[src/hw/rtl/ettp_pkg.sv]
// shared types and constants of the entity text tokenizer
`timescale 1ns / 1ps
`default_nettype none

package ettp_pkg;

    // most results that one request can cause
    localparam int RES_DEPTH = 4;
    localparam logic [2:0] RES_MAX = 3'd4;

    // characters that steer the lexer
    localparam logic [7:0] CH_LBRACE  = 8'h7B;
    localparam logic [7:0] CH_RBRACE  = 8'h7D;
    localparam logic [7:0] CH_QUOTE   = 8'h22;
    localparam logic [7:0] CH_BSLASH  = 8'h5C;
    localparam logic [7:0] CH_SLASH   = 8'h2F;
    localparam logic [7:0] CH_NEWLINE = 8'h0A;
    localparam logic [7:0] CH_SPACE   = 8'h20;
    localparam logic [7:0] CH_TAB     = 8'h09;
    localparam logic [7:0] CH_CR      = 8'h0D;

    // lexer modes
    typedef enum logic [2:0] {
        LM_BETWEEN = 3'd0,
        LM_SLASH   = 3'd1,
        LM_COMMENT = 3'd2,
        LM_BARE    = 3'd3,
        LM_QUOTED  = 3'd4,
        LM_ESCAPE  = 3'd5
    } t_lex_mode;

    // position in the { key value ... } grammar
    typedef enum logic [1:0] {
        GP_OPEN  = 2'd0,
        GP_KEY   = 2'd1,
        GP_VALUE = 2'd2
    } t_gpos;

    // result kinds
    typedef enum logic [2:0] {
        K_KEY_BYTE = 3'd0,
        K_KEY_END  = 3'd1,
        K_VAL_BYTE = 3'd2,
        K_VAL_END  = 3'd3,
        K_OPEN     = 3'd4,
        K_CLOSE    = 3'd5,
        K_DONE     = 3'd6,
        K_ERROR    = 3'd7
    } t_kind;

    // parser state kept between requests
    typedef struct packed {
        t_lex_mode   mode;
        t_gpos       gpos;
        logic [7:0]  held_byte;
        logic        held_valid;
        logic [1:0]  qlen;
        logic        halted;
    } t_lex_state;

    localparam t_lex_state LEX_RESET = '{
        mode:       LM_BETWEEN,
        gpos:       GP_OPEN,
        held_byte:  8'h00,
        held_valid: 1'b0,
        qlen:       2'd0,
        halted:     1'b0
    };

    // all results caused by one request
    typedef struct packed {
        logic [RES_DEPTH-1:0][2:0] kind;
        logic [RES_DEPTH-1:0][7:0] data;
        logic [2:0]                cnt;
    } t_bundle;

endpackage

`default_nettype wire

[src/hw/rtl/ettp_step.sv]
// parser state register and the single-pass step logic for one text byte
`timescale 1ns / 1ps
`default_nettype none

module ettp_step (
    input  wire logic              i_clk,
    input  wire logic              i_rst_n,
    input  wire logic              i_load,
    input  wire logic [7:0]        i_data_byte,
    input  wire logic              i_has_byte,
    input  wire logic              i_end_of_data,
    output ettp_pkg::t_bundle      o_bundle
);

    typedef struct packed {
        ettp_pkg::t_lex_state st;
        ettp_pkg::t_bundle    res;
    } t_work;

    ettp_pkg::t_lex_state r_state;
    ettp_pkg::t_lex_state n_state;
    t_work                w_work;

    // append a result, ignoring the halt flag
    function automatic t_work f_put(t_work w, ettp_pkg::t_kind k, logic [7:0] b);
        t_work r;
        r = w;
        if (r.res.cnt < ettp_pkg::RES_MAX) begin
            r.res.kind[r.res.cnt[1:0]] = k;
            r.res.data[r.res.cnt[1:0]] =
                (k == ettp_pkg::K_KEY_BYTE || k == ettp_pkg::K_VAL_BYTE) ? b : 8'h00;
            r.res.cnt = r.res.cnt + 3'd1;
        end
        return r;
    endfunction

    // append a result unless halted
    function automatic t_work f_emit(t_work w, ettp_pkg::t_kind k, logic [7:0] b);
        t_work r;
        r = w;
        if (!r.st.halted) begin
            r = f_put(r, k, b);
        end
        return r;
    endfunction

    function automatic logic f_is_space(logic [7:0] b);
        return (b == ettp_pkg::CH_SPACE) || (b >= ettp_pkg::CH_TAB && b <= ettp_pkg::CH_CR);
    endfunction

    function automatic logic f_is_brace(logic [7:0] b);
        return (b == ettp_pkg::CH_LBRACE) || (b == ettp_pkg::CH_RBRACE);
    endfunction

    // brace token against the grammar
    function automatic t_work f_brace(t_work w, logic [7:0] b);
        t_work r;
        r = w;
        unique case (r.st.gpos)
            ettp_pkg::GP_OPEN: begin
                if (b == ettp_pkg::CH_LBRACE) begin
                    r = f_emit(r, ettp_pkg::K_OPEN, 8'h00);
                    r.st.gpos = ettp_pkg::GP_KEY;
                end else begin
                    r.st.halted = 1'b1;
                end
            end
            ettp_pkg::GP_KEY: begin
                if (b == ettp_pkg::CH_RBRACE) begin
                    r = f_emit(r, ettp_pkg::K_CLOSE, 8'h00);
                    r.st.gpos = ettp_pkg::GP_OPEN;
                end else begin
                    // open brace where a key belongs is a one-byte key
                    r = f_emit(r, ettp_pkg::K_KEY_BYTE, b);
                    r = f_emit(r, ettp_pkg::K_KEY_END, 8'h00);
                    r.st.gpos = ettp_pkg::GP_VALUE;
                end
            end
            default: begin
                r.st.halted = 1'b1;
            end
        endcase
        return r;
    endfunction

    // one byte of a bare token
    function automatic t_work f_bare_byte(t_work w, logic [7:0] b);
        t_work r;
        r = w;
        unique case (r.st.gpos)
            ettp_pkg::GP_KEY:   r = f_emit(r, ettp_pkg::K_KEY_BYTE, b);
            ettp_pkg::GP_VALUE: r = f_emit(r, ettp_pkg::K_VAL_BYTE, b);
            default:            r.st.halted = 1'b1;
        endcase
        return r;
    endfunction

    // end of a key or value token
    function automatic t_work f_token_end(t_work w);
        t_work r;
        r = w;
        unique case (r.st.gpos)
            ettp_pkg::GP_KEY: begin
                r = f_emit(r, ettp_pkg::K_KEY_END, 8'h00);
                r.st.gpos = ettp_pkg::GP_VALUE;
            end
            ettp_pkg::GP_VALUE: begin
                r = f_emit(r, ettp_pkg::K_VAL_END, 8'h00);
                r.st.gpos = ettp_pkg::GP_KEY;
            end
            default: begin
                r.st.halted = 1'b1;
            end
        endcase
        return r;
    endfunction

    // next byte inside a bare token
    function automatic t_work f_bare_continue(t_work w, logic [7:0] b);
        t_work r;
        r = w;
        if (f_is_space(b)) begin
            r = f_token_end(r);
            r.st.mode = ettp_pkg::LM_BETWEEN;
        end else if (f_is_brace(b)) begin
            r = f_token_end(r);
            r.st.mode = ettp_pkg::LM_BETWEEN;
            r = f_brace(r, b);
        end else begin
            r = f_bare_byte(r, b);
        end
        return r;
    endfunction

    // content byte of a quoted token; the first one is held back
    function automatic t_work f_quoted_push(t_work w, logic [7:0] c);
        t_work           r;
        ettp_pkg::t_kind k;
        r = w;
        k = (r.st.gpos == ettp_pkg::GP_KEY) ? ettp_pkg::K_KEY_BYTE : ettp_pkg::K_VAL_BYTE;
        if (r.st.qlen == 2'd0) begin
            r.st.held_byte  = c;
            r.st.held_valid = 1'b1;
            r.st.qlen       = 2'd1;
        end else begin
            if (r.st.qlen == 2'd1) begin
                if (r.st.gpos != ettp_pkg::GP_OPEN && r.st.held_valid) begin
                    r = f_emit(r, k, r.st.held_byte);
                end
                r.st.held_valid = 1'b0;
                r.st.qlen       = 2'd2;
            end
            if (r.st.gpos != ettp_pkg::GP_OPEN) begin
                r = f_emit(r, k, c);
            end
        end
        return r;
    endfunction

    // closing quote
    function automatic t_work f_quoted_close(t_work w);
        t_work           r;
        ettp_pkg::t_kind k;
        r = w;
        k = (r.st.gpos == ettp_pkg::GP_KEY) ? ettp_pkg::K_KEY_BYTE : ettp_pkg::K_VAL_BYTE;
        if (r.st.qlen == 2'd1 && r.st.held_valid && f_is_brace(r.st.held_byte)) begin
            // quoted single brace acts as a brace
            r = f_brace(r, r.st.held_byte);
        end else if (r.st.gpos == ettp_pkg::GP_OPEN) begin
            r.st.halted = 1'b1;
        end else begin
            if (r.st.qlen == 2'd1 && r.st.held_valid) begin
                r = f_emit(r, k, r.st.held_byte);
            end
            r = f_token_end(r);
        end
        r.st.qlen       = 2'd0;
        r.st.held_valid = 1'b0;
        r.st.held_byte  = 8'h00;
        r.st.mode       = ettp_pkg::LM_BETWEEN;
        return r;
    endfunction

    // byte at a token start
    function automatic t_work f_between(t_work w, logic [7:0] b);
        t_work r;
        r = w;
        if (f_is_space(b)) begin
            r.st.mode = ettp_pkg::LM_BETWEEN;
        end else if (b == ettp_pkg::CH_SLASH) begin
            r.st.mode = ettp_pkg::LM_SLASH;
        end else if (f_is_brace(b)) begin
            r = f_brace(r, b);
        end else if (b == ettp_pkg::CH_QUOTE) begin
            r.st.mode       = ettp_pkg::LM_QUOTED;
            r.st.qlen       = 2'd0;
            r.st.held_valid = 1'b0;
            r.st.held_byte  = 8'h00;
        end else begin
            r.st.mode = ettp_pkg::LM_BARE;
            r = f_bare_byte(r, b);
        end
        return r;
    endfunction

    // one text byte by lexer mode
    function automatic t_work f_take(t_work w, logic [7:0] b);
        t_work r;
        r = w;
        unique case (r.st.mode)
            ettp_pkg::LM_SLASH: begin
                if (b == ettp_pkg::CH_SLASH) begin
                    r.st.mode = ettp_pkg::LM_COMMENT;
                end else begin
                    // lone slash starts a bare token
                    r.st.mode = ettp_pkg::LM_BARE;
                    r = f_bare_byte(r, ettp_pkg::CH_SLASH);
                    r = f_bare_continue(r, b);
                end
            end
            ettp_pkg::LM_COMMENT: begin
                if (b == ettp_pkg::CH_NEWLINE) begin
                    r.st.mode = ettp_pkg::LM_BETWEEN;
                end
            end
            ettp_pkg::LM_BARE: begin
                r = f_bare_continue(r, b);
            end
            ettp_pkg::LM_QUOTED: begin
                if (b == ettp_pkg::CH_QUOTE) begin
                    r = f_quoted_close(r);
                end else if (b == ettp_pkg::CH_BSLASH) begin
                    r.st.mode = ettp_pkg::LM_ESCAPE;
                end else begin
                    r = f_quoted_push(r, b);
                end
            end
            ettp_pkg::LM_ESCAPE: begin
                // only quote and backslash escapes collapse
                if (b != ettp_pkg::CH_QUOTE && b != ettp_pkg::CH_BSLASH) begin
                    r = f_quoted_push(r, ettp_pkg::CH_BSLASH);
                end
                r = f_quoted_push(r, b);
                r.st.mode = ettp_pkg::LM_QUOTED;
            end
            default: begin
                r.st.mode = ettp_pkg::LM_BETWEEN;
                r = f_between(r, b);
            end
        endcase
        return r;
    endfunction

    // end of text: flush, report, return to reset state
    function automatic t_work f_finish(t_work w);
        t_work r;
        r = w;
        if (!r.st.halted) begin
            if (r.st.mode == ettp_pkg::LM_BARE) begin
                r = f_token_end(r);
            end else if (r.st.mode == ettp_pkg::LM_SLASH) begin
                r = f_bare_byte(r, ettp_pkg::CH_SLASH);
                r = f_token_end(r);
            end else if (r.st.mode == ettp_pkg::LM_QUOTED ||
                         r.st.mode == ettp_pkg::LM_ESCAPE) begin
                if (r.st.gpos != ettp_pkg::GP_OPEN) begin
                    r.st.halted = 1'b1;
                end
            end
        end
        if (r.st.halted || r.st.gpos != ettp_pkg::GP_OPEN) begin
            r = f_put(r, ettp_pkg::K_ERROR, 8'h00);
        end else begin
            r = f_put(r, ettp_pkg::K_DONE, 8'h00);
        end
        r.st = ettp_pkg::LEX_RESET;
        return r;
    endfunction

    // work out the whole request in one pass
    always_comb begin
        w_work.st  = r_state;
        w_work.res = '0;
        if (i_has_byte && !r_state.halted) begin
            w_work = f_take(w_work, i_data_byte);
        end
        if (i_end_of_data) begin
            w_work = f_finish(w_work);
        end
    end

    // next state
    always_comb begin
        n_state = r_state;
        if (i_load) begin
            n_state = w_work.st;
        end
    end

    // results of this request
    always_comb begin
        o_bundle = w_work.res;
    end

    always_ff @(posedge i_clk) begin
        if (!i_rst_n) begin
            r_state <= ettp_pkg::LEX_RESET;
        end else begin
            r_state <= n_state;
        end
    end

endmodule

`default_nettype wire

[src/hw/rtl/ettp_queue.sv]
// result register that hands out the results of one request one per cycle while downstream does not stall
`timescale 1ns / 1ps
`default_nettype none

module ettp_queue (
    input  wire logic              i_clk,
    input  wire logic              i_rst_n,
    input  wire logic              i_valid,
    output logic                   o_stall,
    output logic                   o_load,
    input  wire ettp_pkg::t_bundle i_bundle,
    output logic                   o_valid,
    input  wire logic              i_stall,
    output logic [2:0]             o_kind,
    output logic [7:0]             o_out_byte,
    output logic                   o_last_of_run
);

    ettp_pkg::t_bundle r_bundle;
    ettp_pkg::t_bundle n_bundle;
    logic [1:0]        r_idx;
    logic [1:0]        n_idx;
    logic              r_valid;
    logic              n_valid;
    logic              w_last;
    logic              w_fire;
    logic              w_free;

    // drain status
    assign w_last = ({1'b0, r_idx} + 3'd1) == r_bundle.cnt;
    assign w_fire = r_valid && !i_stall;
    assign w_free = !r_valid || (w_fire && w_last);

    assign o_stall = !w_free;
    assign o_load  = i_valid && w_free;

    // next register values
    always_comb begin
        n_bundle = r_bundle;
        n_idx    = r_idx;
        n_valid  = r_valid;
        if (o_load) begin
            n_bundle = i_bundle;
            n_idx    = 2'd0;
            n_valid  = (i_bundle.cnt != 3'd0);
        end else if (w_fire) begin
            if (w_last) begin
                n_valid = 1'b0;
            end else begin
                n_idx = r_idx + 2'd1;
            end
        end
    end

    // current result
    always_comb begin
        o_valid       = r_valid;
        o_kind        = r_bundle.kind[r_idx];
        o_out_byte    = r_bundle.data[r_idx];
        o_last_of_run = w_last;
    end

    always_ff @(posedge i_clk) begin
        r_bundle <= n_bundle;
        if (!i_rst_n) begin
            r_idx   <= 2'd0;
            r_valid <= 1'b0;
        end else begin
            r_idx   <= n_idx;
            r_valid <= n_valid;
        end
    end

endmodule

`default_nettype wire

[src/hw/rtl/entity_text_tokenizer_parser.sv]
// top level of the entity text tokenizer and structure checker
// the first result of a request shows on the output in the cycle after it is accepted
// one request per cycle while each request yields at most one result and downstream does not stall;
//   a request with n results (up to four) holds the result register until its last result is taken
// the step logic and the four-entry result register set the rate
// reset: synchronous, active low; clears the parser state and empties the result register
`timescale 1ns / 1ps
`default_nettype none

module entity_text_tokenizer_parser (
    input  wire logic        i_clk,
    input  wire logic        i_rst_n,
    input  wire logic        i_valid,
    output logic             o_stall,
    input  wire logic [7:0]  i_data_byte,
    input  wire logic        i_has_byte,
    input  wire logic        i_end_of_data,
    output logic             o_valid,
    input  wire logic        i_stall,
    output logic [2:0]       o_kind,
    output logic [7:0]       o_out_byte,
    output logic             o_last_of_run
);

    ettp_pkg::t_bundle w_bundle;
    logic              w_load;

    // parser step
    ettp_step u_step (
        .i_clk         (i_clk),
        .i_rst_n       (i_rst_n),
        .i_load        (w_load),
        .i_data_byte   (i_data_byte),
        .i_has_byte    (i_has_byte),
        .i_end_of_data (i_end_of_data),
        .o_bundle      (w_bundle)
    );

    // result register and drain
    ettp_queue u_queue (
        .i_clk         (i_clk),
        .i_rst_n       (i_rst_n),
        .i_valid       (i_valid),
        .o_stall       (o_stall),
        .o_load        (w_load),
        .i_bundle      (w_bundle),
        .o_valid       (o_valid),
        .i_stall       (i_stall),
        .o_kind        (o_kind),
        .o_out_byte    (o_out_byte),
        .o_last_of_run (o_last_of_run)
    );

    // upstream is held back only while results wait
    a_stall_has_results: assert property (@(posedge i_clk) disable iff (!i_rst_n)
        o_stall |-> o_valid)
        else $error("stall raised with no pending result");

    // done or error always closes a run
    a_end_is_last: assert property (@(posedge i_clk) disable iff (!i_rst_n)
        o_valid && (o_kind == ettp_pkg::K_DONE || o_kind == ettp_pkg::K_ERROR)
        |-> o_last_of_run)
        else $error("end of data result not last of its run");

    // non-byte results carry a zero byte
    a_zero_byte: assert property (@(posedge i_clk) disable iff (!i_rst_n)
        o_valid && o_kind != ettp_pkg::K_KEY_BYTE && o_kind != ettp_pkg::K_VAL_BYTE
        |-> o_out_byte == 8'h00)
        else $error("nonzero byte on a non-byte result");

    // a request with several results keeps upstream stalled until the last one
    a_run_holds: assert property (@(posedge i_clk) disable iff (!i_rst_n)
        o_valid && !o_last_of_run |-> o_stall)
        else $error("request accepted before the run finished");

endmodule

`default_nettype wire
[config.mk]
export PLATFORM = sky130hd
export DESIGN_NAME = entity_text_tokenizer_parser
export DESIGN_NICKNAME = d
export VERILOG_FILES = /design/src/hw/rtl/ettp_pkg.sv /design/src/hw/rtl/ettp_step.sv /design/src/hw/rtl/ettp_queue.sv /design/src/hw/rtl/entity_text_tokenizer_parser.sv
export SDC_FILE = /design/constraint.sdc
export NUM_CORES = 1
export LEC_CHECK = 0
export ABC_CLOCK_PERIOD_IN_PS = 15080
export BUFFER_PORTS_ARGS = -buffer_cell sky130_fd_sc_hd__buf_2
export CORE_ASPECT_RATIO = 0.9
export CORE_UTILIZATION = 45
export CTS_CLUSTER_DIAMETER = 100
export DETAILED_ROUTE_END_ITERATION = 7
export PLACE_DENSITY = 0.57
export SLEW_MARGIN = 30
export SYNTH_ARGS = -nofsm -noshare
export SYNTH_HDL_FRONTEND = slang
export SYNTH_SLANG_ARGS = --single-unit
[constraint.sdc]
create_clock -name i_clk -period 15.08 [get_ports i_clk]
set_input_delay 1.508 -clock i_clk [delete_from_list [all_inputs] [get_ports i_clk]]
set_output_delay 1.508 -clock i_clk [all_outputs]
set_load 0.02 [all_outputs]
# After elaboration in Yosys (flattened, before gate mapping)

Cells that the tools add are included.

Add/subtract/negate cells: 17
Order comparisons: 48
Equal/unequal tests: 38
Multiplexer cells: 347
Bitwise operators: 93
Reduce and logical (&&, ||, !) cells: 59

Operators with widths:

| operator                            | number |
|---|---|
| 47-bit two-way mux                  | 51 |
| 64-bit two-way mux                  | 36 |
| 48-bit two-way mux                  | 47 |
| 61-bit two-way mux                  | 23 |
| 47-bit case mux with 2 select lines | 14 |
| 59-bit two-way mux                  | 6 |
| 32-bit bitwise AND                  | 11 |
| 32-bit inverter                     | 11 |
| 61-bit case mux with 5 select lines | 1 |
| 13-bit two-way mux                  | 19 |
| 8-bit demux with 2-bit select       | 15 |
| 32-bit bitwise mux                  | 7 |
| 8-bit two-way mux                   | 20 |
| 13-bit case mux with 2 select lines | 6 |
| 51-bit two-way mux                  | 2 |
| 8-bit bitwise AND                   | 12 |
| 8-bit inverter                      | 12 |
| 16-bit case mux with 2 select lines | 3 |
| 3-bit demux with 2-bit select       | 15 |
| 3-bit two-way mux                   | 22 |
| 12-bit bitwise AND                  | 5 |
| 12-bit inverter                     | 5 |
| 8-bit OR                            | 7 |
| 12-bit bitwise mux                  | 4 |
| other kinds (45)                    | 248 |

Flip-flop bits (word level): 67
Bits of input ports: 14
Output and inout port bits: 14
Word-level logic and storage cells: 619

# Depth between registers and ports, before layout

Gate-level depths: netlist of the first run.

Depth in word-level cells: 85
Gate-level depth with buffers: 30
Gate-level depth less buffers: 29

# Hierarchy

A second synthesis of the first run with hierarchy kept.

Cells, all modules: 1171
Area total of the unflattened synthesis: 8888.5 sq um

By module, submodules not included:

| module     | times used | cells an instance | area an instance (sq um) | sequential area each (sq um) |
|---|---|---|---|---|
| ettp_step  | 1          | 1089              | 7015.5                   | 340.3 |
| ettp_queue | 1          | 82                | 1873.0                   | 1471.4 |

# Least setup slack after synthesis of the first run

Ideal clock, no wire load.

Path type: input -> register
Start: in i_data_byte[3]
End: reg u_queue.r_bundle[8] (netlist bit) (data pin)
Library setup time: 0.160 ns
Arrival time: 6.992 ns
Data required time: 14.920 ns
Slack: 7.928 ns
Stages on the path: 28
Path buffers: 2
Path through: buf_2 > nor4b_1 > and2_4 > buf_4 > nor2_1 > o21ai_0 > ha_1 > nand2_1 > a21o_1 > or3_1 > o21ai_0 > ha_1 > o311ai_0 > a31oi_1 > nor3_1 > o21a_1 > inv_1 > ha_1 > nor2b_1 > nor3b_1 > xnor2_1 > nor2_1 > o311ai_2 > inv_1 > ha_1 > a32oi_1 > nand3_1 > a41oi_1

RTL lines:

| what                 | RTL line                           | RTL |
|---|---|---|
| from (decl)          | entity_text_tokenizer_parser.sv:15 | `input wire logic [7:0] i_data_byte,` |
| to (signal assigned) | ettp_queue.sv:64                   | `r_bundle <= n_bundle;` |
| to (decl)            | ettp_queue.sv:19                   | `ettp_pkg::t_bundle r_bundle;` |

==> run summary, run 1 <==
Uppermost layer routed: met4
Global Route Usage Sum: 38.0%
Part of the Yosys area used for sequential elements: 21.7%
Worst EP required: 15.26 ns
Hold Crit Class: register to register
H-Tree Level Count: 3
Via Count: 9695
Max-Cap Viols: 0
Clk slew on worst S/H paths: 0.06 ns
Synth Register Bits: 67
Root Buffer: clkbuf_16
WL met1: 15000 um
EDFF count, synth: 47
Layout area overhead: 6.71%
Post-synth ARST share: 0%
DR WL met3: 4760 um
Post-CTS resize count: 0
Main area contributors after synthesis: edfxtp_1, ha_1, o21ai_0, nand2_1, a21oi_1
Synth top area share: 16.9%
Synth Warn #: 0
DR iter-0 viols: 1847
DRT antenna net count: 0
Ys flop type: edfxtp_1
Final Non-Filler Cells: 1344
Placer Congestion: 1.07
Dpl cells: 1328
Fmax achieved: 0.115 GHz
Worst-Skew Late Latency: 0.35 ns
DP Wirelength: 27300 um
Post-Syn Area: 8330 sq um
CTS tree: yes
Die area: 19100 sq um
Initial antenna violation count: 0
Most common cell after layout, fill and taps aside: nand2_1
Fin nets: 1158
GR Overflow Total: 0
Setup TNS: 0 ns
DRC Markers: 0
Core area: 17900 sq um
Critical path arrival: 8.85 ns
Syn nets: 1179
Worst Tran Pin Value: 0.992 ns
Fin crit period: 8.67 ns
Largest net degree at the start of global routing: 50
Number of I/O pins: 28
P_leak: 2.96 nW
Clock tree sinks: 67
Fill cell count: 1811
Share of cells above drive strength 1: 9.33%
RSZ-0062 raised after global routing: false
Hold slack: 0.560 ns
Setup crit end kind: register
Synth unique cells: 90
Worst Path Max Fanout: 23
Initial core utilization: 46.6%
Mapped Avg Cell Area: 7.44 sq um
Slew headroom: 33.2%
First-pass GRT wire length: 54300 um
Max Slew Vio Count: 0
Crit Path Category: input port to register
Total routed wirelength: 36300 um
# diodes: 0
Total CTS buffers: 9
I/O Buffers: 27
DR pass1 iterations: 6
Status: completed
Biggest area consumer among synthesized cells: edfxtp_1
Power Density: 65.5 nW/um^2
Final hold viol count: 0
Rows: 46
Commonest non-fill, non-tap cells in the layout: nand2_1, o21ai_0, nor2_1
CTS max path bufs: 2
Routed WL per cell: 27.0 um
Chip width: 145 um
Met2 WL: 14900 um
Clock Skews: 0.00712 ns
Critical path startpoint category: input port
Worst vdd rail ir drop: 50.4 uV
Final period utilization: 57.5%
Cells after Synth: 1120
Final setup viols: 0
Post-CTS Hold Buffers: 0
Setup Buffers After CTS: 0
Number of vias per cell: 7.21
Vias in the first global route: 8747
Die H: 131 um
## final cells by class
| type | count | area [sq um] | share of cell area [%] |
|---|---|---|---|
| timing repair buffer | 46 | 278 | 3.12 |
| sequential | 67 | 1810 | 20.4 |
| clock inverter | 7 | 52.6 | 0.591 |
| tap | 240 | 300 | 3.38 |
| inverter | 41 | 156 | 1.76 |
| multi-input combinational | 934 | 6070 | 68.2 |
| clock buffer | 9 | 225 | 2.53 |
## power breakdown
group	switching, W	internal [W]
clock network	0.0000893	0.000112
logic	0.000116	0.0000489
registers	0.00000543	0.000211
## kinds of logic (layout without fill, tap and decap cells)
group | count (synthesis) | after routing | share of synthesized area [%]
XOR/XNOR | 10 | 10 | 1.05
flip-flops | 67 | 67 | 21.7
buffers and inverters | 119 | 103 | 5.60
AO/OA/AOI/OAI | 406 | 406 | 32.7
multiplexers | 21 | 21 | 4.19
AND/OR/NAND/NOR | 452 | 452 | 27.9
adder cells (fa/ha/maj) | 45 | 45 | 6.76
## per-layer routing
layer | global-route usage, % | up-vias
met5 | 0 | -
met4 | 16.5 | 0
met3 | 10.1 | 153
met2 | 55.7 | 786
met1 | 52.5 | 4520
li1 | - | 4236
## synth_stat cells, drive strengths merged, types with 26 or more instances
cell type and count:
nand3 37, a21oi 83, nor2b 26, o21ai 97, and2 26, ha 45, edfxtp 47, nand2 122
nor2 90, a22oi 31, a31oi 31, nor3 38, inv 40, clkbuf 61
## flip-flops by register name (all words and copies together) (netlist names)
name,count
u_step.r_state,17
u_queue.r_bundle,47
u_queue.r_idx,2
u_queue.o_valid,1
## through the flow
step	power (W)	util (%)	area [sq um]	setup WS (ns)
floorplan	0.000326	-	8330	7.93
global placement	0.000381	48.1	8610	6.43
detailed placement	0.000377	48.1	8610	6.37
CTS	0.000577	49.7	8890	6.70
global route	0.000601	49.7	8890	5.84
finish	0.000583	49.7	8890	6.41
## critical path, stage by stage
cell and delay, ns:
buf_2 0.40, nor4b_1 0.72, and2_4 0.36, nor2_1 0.19, o21ai_0 0.28, ha_1 0.29
nand2_1 0.09, a21o_1 0.22, or3_1 0.39, o21ai_0 0.18, ha_1 0.18, o311ai_0 0.12
a31oi_1 0.47, nor3_1 0.10, o21a_1 0.24, inv_1 0.15, ha_1 0.21, nor2b_1 0.29
nor3b_1 0.62, xnor2_1 0.19, nor2_1 0.09, o311ai_2 0.45, inv_1 0.13, ha_1 0.26
a32oi_1 0.27, nand3_1 0.19, a41oi_1 0.22
## path summary, 6_finish.rpt
check	cells past startpoint	startpoint	slack [ns]	endpoint
max	27	i_data_byte[3]	6.41	u_queue.r_bundle[8]$_DFFE_PP_
max reg2reg	27	u_step.r_state[13]$_SDFFE_PN0P_	6.71	u_queue.r_bundle[8]$_DFFE_PP_
min	2	u_step.r_state[1]$_SDFFE_PN0P_	0.56	u_step.r_state[1]$_SDFFE_PN0P_
min reg2reg	2	u_step.r_state[1]$_SDFFE_PN0P_	0.56	u_step.r_state[1]$_SDFFE_PN0P_
Power figures use the tool's default switching activity.
==> inputs of run 2 (changes only) <==
--- a/config.mk
+++ b/config.mk
@@ -5,7 +5,8 @@
 export SDC_FILE = /design/constraint.sdc
 export NUM_CORES = 1
 export LEC_CHECK = 0
-export ABC_CLOCK_PERIOD_IN_PS = 15080
+export ABC_AREA = 1
+export ABC_CLOCK_PERIOD_IN_PS = 9100
 export BUFFER_PORTS_ARGS = -buffer_cell sky130_fd_sc_hd__buf_2
 export CORE_ASPECT_RATIO = 0.9
 export CORE_UTILIZATION = 45
==> constraint.sdc (replaced) <==
create_clock -name i_clk -period 9.1 [get_ports i_clk]
set_input_delay 0.91 -clock i_clk [delete_from_list [all_inputs] [get_ports i_clk]]
set_output_delay 0.91 -clock i_clk [all_outputs]
set_load 0.02 [all_outputs]
==> run 2 against run 1 <==
Power grew 97%. Core utilization is 0.43 points lower. Sequential power up 69%. Clock skew up 0.0078 ns. Synthesized area rose by 3.4%. Sequential share of layout area is 0.59 points lower. Combinational power up 140%. Critical path depth grew 14. Synthesized cell count grew 23%.
==> run summary, run 2 <==
Largest Register: u_queue.r_bundle
CTS max path bufs: 2
Critical path arrival: 7.39 ns
Initial core utilization: 46.4%
Fill cell count: 1973
Switching fraction of total power: 41.5%
Max Slew Vio Count: 0
P_leak: 3.86 nW
Hold Crit Class: register to register
Worst vdd rail ir drop: 79.8 uV
Rows: 47
Die H: 133 um
Ys flop type: edfxtp_1
EDFF count, synth: 47
Synth unique cells: 60
Die area: 19700 sq um
DR iter-0 viols: 1834
Share of cells above drive strength 1: 10.6%
Initial antenna violation count: 1
Setup crit end kind: register
GR Overflow Total: 0
Mapped Avg Cell Area: 6.27 sq um
Sequential share of power: 32.0%
Finished Core Util: 49.2%
Power Density: 125 nW/um^2
Final hold viol count: 0
Total CTS buffers: 9
Commonest non-fill, non-tap cells in the layout: nand2_1, nor2_1, inv_1
CTS tree: yes
Most common cell after layout, fill and taps aside: nand2_1
First-pass GRT wire length: 59800 um
I/O Buffers: 27
Global Route Usage Sum: 40.6%
Syn nets: 1433
Crit Path Category: register to register
Fmax achieved: 0.137 GHz
Reg area: 1810 sq um
Int Pwr: 0.000670 W
Biggest regs: u_queue.r_bundle: 47 flops, u_step.r_state: 17 flops, u_queue.r_idx: 2 flops
Slew headroom: 30.2%
Number of vias per cell: 6.66
Synth Register Bits: 67
Cell mode on critical path: nand2_1
DRT antenna net count: 0
Synth Warn #: 0
Clk slew on worst S/H paths: 0.07 ns
Setup TNS: 0 ns
Placer Congestion: 1.08
Final setup viols: 0
Worst EP required: 9.20 ns
Synth top area share: 16.4%
Flop-to-flop setup slack: 1.81 ns
RSZ-0062 raised after global routing: false
Final instance area: 9150 sq um
DRC Markers: 0
Vias in the first global route: 9636
Worst Path Max Fanout: 11
Layout area overhead: 6.20%
Dpl cells: 1600
Total routed wirelength: 39700 um
Slowest cell delay on critical path: 0.60 ns
Status: completed
Number of I/O pins: 28
Worst-Skew Late Latency: 0.36 ns
DP Wirelength: 30500 um
Clock tree sinks: 67
Via Count: 10765
Sw power: 0.000475 W
Chip width: 148 um
DR pass1 iterations: 6
Core area: 18600 sq um
Max FFs per register: 47
Main area contributors after synthesis: edfxtp_1, nand2_1, o21ai_0, nor2_1, inv_1
Post-synth ARST share: 0%
Slowest stage cell, crit path: nor2_1
Post-CTS resize count: 0
Area of the multi-input gates: 5860 sq um
Largest net degree at the start of global routing: 50
Setup Buffers After CTS: 0
Post-synth top cells: nand2_1, nor2_1, inv_1, o21ai_0, a21oi_1
Critical path startpoint category: register
Post-Syn Area: 8620 sq um
Part of the Yosys area used for sequential elements: 21.0%
Clock Skews: 0.0149 ns
Most common cell in the netlist: nand2_1
Comb power frac: 34.3%
Cells after Synth: 1374
Final period utilization: 80.2%
Routed WL per cell: 24.6 um
Max-Cap Viols: 0
# diodes: 0
Clk pwr share: 33.8%
Worst Tran Pin Value: 1.04 ns
Biggest area consumer among synthesized cells: edfxtp_1
Final Non-Filler Cells: 1616
Fin nets: 1425
Placed Area: 8840 sq um
Fin crit period: 7.29 ns
Post-CTS Hold Buffers: 0
H-Tree Level Count: 3
Root Buffer: clkbuf_16
-- run 2: changes by cell type after synthesis, moves of 22 or more --
cell | before | now
clkbuf_1 | 61 | 28
nor2_1 | 88 | 158
a22oi_1 | 31 | 5
o21ai_0 | 94 | 143
nand3_1 | 37 | 75
and2_1 | 22 | 0
inv_1 | 38 | 151
nand2_1 | 122 | 278
nor2b_1 | 26 | 0
nand2_2 | 0 | 29
-- run 2: worst paths after layout --
path                                                       from                             end  cells past startpoint
worst min register to register   u_step.r_state[3]$_SDFFE_PN0P_  u_step.r_state[3]$_SDFFE_PN0P_                      2
worst max register to register  u_step.r_state[13]$_SDFFE_PN0P_  u_queue.r_bundle[15]$_DFFE_PP_                     41
worst min-delay path             u_step.r_state[3]$_SDFFE_PN0P_  u_step.r_state[3]$_SDFFE_PN0P_                      2
worst max-delay path            u_step.r_state[13]$_SDFFE_PN0P_  u_queue.r_bundle[15]$_DFFE_PP_                     41
-- run 2: area by class of cell --
class	count	area share (%)
clock buffer	9	2.46
multi-input combinational	1077	64.1
timing repair buffer	35	2.13
clock inverter	7	0.902
tap	245	3.35
inverter	176	7.27
sequential	67	19.8
-- run 2: kinds of logic after synthesis --
family	synth area share, %
buffers and inverters	11.0
AO/OA/AOI/OAI	27.5
flip-flops	21.0
AND/OR/NAND/NOR	33.6
adder cells (fa/ha/maj)	6.53
XOR/XNOR	0.305
-- run 2: worst max-delay path: cells and delay by family (launching register included) --
family | cells | cell delay, ns
flip-flops | 1 | 0.52
AO/OA/AOI/OAI | 4 | 0.66
buffers and inverters | 11 | 1.44
AND/OR/NAND/NOR | 20 | 2.74
adder cells (fa/ha/maj) | 6 | 1.66
-- run 2: routing by layer --
| layer | global-route usage [%] | vias up | routed length [um] |
|---|---|---|---|
| li1 | - | 4736 | - |
| met1 | 57.9 | 4964 | 16600 |
| met2 | 56.2 | 895 | 15700 |
| met3 | 9.38 | 170 | 5190 |
| met4 | 20.9 | 0 | 2240 |
| met5 | 1.00 | - | 0 |
-- run 2: through the flow --
step,power [W],hold WS [ns],setup slack [ns]
3_5_place_dp,0.000746,0.512,2.04
5_1_grt,0.00118,0.554,1.20
6_report,0.00115,0.529,1.81
3_3_place_gp,0.000750,0.516,2.27
2_1_floorplan,0.000628,0.478,3.17
4_1_cts,0.00113,0.524,2.00
-- run 2: power groups by stage --
stage                     registers, W  logic, W  clock network, W
final                         0.000366  0.000393          0.000387
after floorplan               0.000368  0.000260                 0
after detailed placement      0.000372  0.000374                 0
after global routing          0.000369  0.000419          0.000396
after CTS                     0.000366  0.000375          0.000384
after global placement        0.000372  0.000378                 0
